$ cat config.mk
export PLATFORM = sky130hd
export DESIGN_NAME = ffca_ram
export DESIGN_NICKNAME = d
export VERILOG_FILES = /design/src/rtl/core/ffca_ram.sv
export SDC_FILE = /design/constraint.sdc
export NUM_CORES = 1
export LEC_CHECK = 0
export BUFFER_PORTS_ARGS = -buffer_cell sky130_fd_sc_hd__buf_2
export CELL_PAD_IN_SITES_DETAIL_PLACEMENT = 1
export CELL_PAD_IN_SITES_GLOBAL_PLACEMENT = 2
export CORE_UTILIZATION = 35
export CTS_BUF_LIST = sky130_fd_sc_hd__clkbuf_16
export CTS_CLUSTER_DIAMETER = 80
export CTS_CLUSTER_SIZE = 8
export DETAILED_ROUTE_END_ITERATION = 10
export PLACE_DENSITY = 0.68
export SLEW_MARGIN = 20
export SYNTH_ARGS = -nofsm -noshare
export SYNTH_HDL_FRONTEND = slang
export SYNTH_SLANG_ARGS = --single-unit
$ cat constraint.sdc
create_clock -name aclk -period 4.1 [get_ports aclk]
set_input_delay 0.205 -clock aclk [delete_from_list [all_inputs] [get_ports aclk]]
set_output_delay 0.205 -clock aclk [all_outputs]
set_load 0.01 [all_outputs]
$ cat src/rtl/core/ffca_ram.sv
// Generic simple dual-port RAM: one write port, one read port, registered read.
// Stand-alone; sized by WIDTH and DEPTH parameters.
module ffca_ram #(
    parameter int WIDTH = 8,
    parameter int DEPTH = 16,
    localparam int AW   = (DEPTH > 1) ? $clog2(DEPTH) : 1
) (
    input  logic             aclk,
    input  logic             we,
    input  logic [AW-1:0]    waddr,
    input  logic [WIDTH-1:0] wdata,
    input  logic [AW-1:0]    raddr,
    output logic [WIDTH-1:0] rdata
);

    logic [WIDTH-1:0] mem [DEPTH];

    // Write, then register the read word
    always_ff @(posedge aclk) begin
        if (we) begin
            mem[waddr] <= wdata;
        end
        rdata <= mem[raddr];
    end

endmodule

==> impl_results.md <==
- Worst-path fanout max: 8
- CTS tree: done
- First-pass GRT wire length: 16,190 µm
- P_leak: between 0.0015 and 0.002 µW
- Top Usage Layer GRT: met2
- Post-Syn Area: a little over 0.005 mm²
- Post-synthesis sequential area ratio: 77.78%
- Nets: approximately 280
- # H-tree levels: 4
- CP Launch Type: input port
- DP Worst Slack: ~1.8 ns
- Detailed-route via count: 2,385
- Reg area: around 0.004 mm²
- Yosys Warn Count: 0
- Peak supply drop: 287.8 µV
- FMAX: between 600 and 700 MHz
- Final core occ: approximately 42%
- Worst hold-check path type: in2reg
- Footprint of the multi-input gates: 0.001062 mm²
- Remaining global-route overflow: 0
- Starting density of the core: a little over a third
- M1 GR Usage: between 20% and 30%
- Clock buffer depth: 2
- Vias per cell: just over 5
- Most common cell in the netlist: edfxtp_1
- WP data arrival: 1.56 ns
- FP Rows: 43
- Post-DRT Antenna Nets: 0
- Crit-path max cell delay: between 0.7 and 0.8 ns
- DP HPWL: roughly 6700 µm
- Outcome: complete, no violations
- Die area: ~0.015 mm²
- Global placer's final weighted congestion: about 0.69
- Synth-to-Final Area Change: 16.24%
- Final Max Slew Viols: 0
- Pwr dens: between 500 and 600 mW/mm²
- Chip width: about 120 µm
- Total CTS buffers: 17
- RSZ-0062 raised after global routing: false
- Worst path required time: 4.13 ns
- Part of the cycle the worst path needs: approximately 37%
- Synthesis-stage register bit count: around 140
- Fraction of registers with async set/reset: 0%
- Worst path cell trace: buf_2, or3b_2, nor2_1
- # DRC: 0
- Final setup vio count: 0
- Initial antenna violation count: 0
- Met3 Use GR: between 4 and 5%
- Yosys top cell area share: roughly 75%
- Buf/Inv on CP: 1
- Max-slew headroom: between 30% and 40%
- Max-cap violations: 0
- Die height: ~120 µm
- Vias in the first global route: approximately 2,500
- Main synth FF type: edfxtp_1
- Post-synth top cells: 128 x edfxtp_1, 18 x mux4_2, 16 x a22oi_1
- Final WL: roughly 11,000 µm
- Worst reg2reg path depth: 3
- Hold_buf cts: 0
- Minimum clock period: between 1.5 and 2 ns
- Worst R2R End: rdata[1]$_DFF_P_
- Fin worst setup slack: between 2 and 3 ns
- Post-CTS Resized: 0
- Post-Synthesis Cells: 229
- Boundary Pins: 26
- Fin cells: 459
- Fillcell total: 1,352
- Critical Path Start: waddr[2]
- Reg2reg start: mem[2][1]$_DFFE_PP_
- Placed Cells: about 430
- Layout cell share with drive strength beyond 1: 26.16%
- Clock Tree Root: clkbuf_16
- Family with the most delay on the worst path: simple AND/OR/NAND/NOR gates
- Mean Syn Cell Area: roughly 22 µm²
- Drt initial violations: 141
- Slowest cell on the critical path: nor2_1
- Syn Nets: around 250
- Hold Vio Cnt, Final: 0
- Flop2flop setup slack: around 2.7 ns
- Wire per inst: between 20 and 25 µm
- Met2 Track Usage GR: about a quarter
- DR pass1 iterations: 4
- CP endpoint kind: register
- Setup TNS: 0 ns
- Hold Path Depth: 1
- All-layer global routing usage: between 10% and 20%
- Synth area leaders: edfxtp_1 75%, mux4_2 7.9%, mux4_1 7.1%, dfxtp_1 3.1%, a22oi_1 2.3%
- Worst Clk Skew: 0.007001 ns
- Hold wc startpoint: wdata[4]
- Core Region: ~0.014 mm²
- Clk slew on worst S/H paths: roughly 0.06 ns
- Number of synthesized flops with an enable pin: roughly 130
- Hold endpoint: mem[10][4]$_DFFE_PP_
- Post-CTS Setup Bufs: 0
- Clk_lat worst skew: about 0.41 ns
- Kind of critical path: in2reg
- Clk sink count: approximately 140
- Worst Max-Slew Pin Slew: between 0.9 and 1 ns
- Pin count of the biggest net entering global routing: 33
- Area leader, netlist: edfxtp_1
- Antenna diodes: 0
- Port bufs: 25
- Cell variety after synth: 19
-- cells by family (layout without fill, tap and decap cells) --
group	count (synthesis)	count (layout)	synth area share, %
AOI/OAI and AO/OA	16	16	2.334
buffers and inverters	10	60	1.677
DFF	136	136	77.78
muxes	32	32	15.02
and+or+nand+nor	35	35	3.184
-- area by class of cell --
| class | instances | share of cell area [%] |
|---|---|---|
| Clock buffer | 17 | 7.110 |
| Clock inverter | 15 | 1.945 |
| Multi-Input combinational cell | 83 | 17.75 |
| Sequential cell | 136 | 66.92 |
| Tap cell | 180 | 3.764 |
| Timing Repair Buffer | 28 | 2.509 |
-- layout by cell type, fill, tap and decap left out, types with 2 or more instances in the layout --
| cell type | instances |
|---|---|
| nand2b_1 | 2 |
| a22oi_1 | 16 |
| nor2_1 | 13 |
| buf_2 | 24 |
| clkbuf_16 | 17 |
| mux4_1 | 14 |
| clkinv_2 | 6 |
| clkinv_1 | 7 |
| dfxtp_1 | 8 |
| nand3b_1 | 2 |
| mux4_2 | 18 |
| buf_4 | 4 |
| edfxtp_1 | 128 |
| nor3_1 | 3 |
| nand2_1 | 9 |
| bufinv_16 | 2 |
-- report_power, final --
group	internal, µW	switching, µW	leakage [µW]
registers	1560	10.6	0.00122
logic	56.0	86.1	0.000488
clock network	870	525	0.000272
-- worst max-delay path by stage --
stage,end,slack [ns],cells after the start
3_5_place_dp,rdata[1]$_DFF_P_,1.81,4
2_1_floorplan,mem[0][0]$_DFFE_PP_,2.40,2
3_3_place_gp,rdata[1]$_DFF_P_,1.79,4
5_1_grt,mem[2][3]$_DFFE_PP_,2.51,3
6_report,mem[3][4]$_DFFE_PP_,2.57,3
4_1_cts,rdata[1]$_DFF_P_,2.25,4
-- metal layers --
metal	vias up	share of wire, %
met5	-	0
met4	0	1.2
met3	9	4.5
met2	64	47
met1	1266	47
li1	1046	-
-- sequential cells by signal, indices dropped and copies added, names as in the netlist --
name / cells
rdata: 8
mem: 128
-- per-stage QoR --
step / area (µm²) / total power [µW] / hold slack [ns]
2_1_floorplan: 5147 / 1673 / 0.3039
3_3_place_gp: 5434 / 1733 / 0.5977
3_5_place_dp: 5439 / 1739 / 0.6034
4_1_cts: 5981 / 3128 / 0.1615
5_1_grt: 5983 / 3196 / 0.1776
6_report: 5983 / 3103 / 0.1836
(Power assumes the default switching activity.)
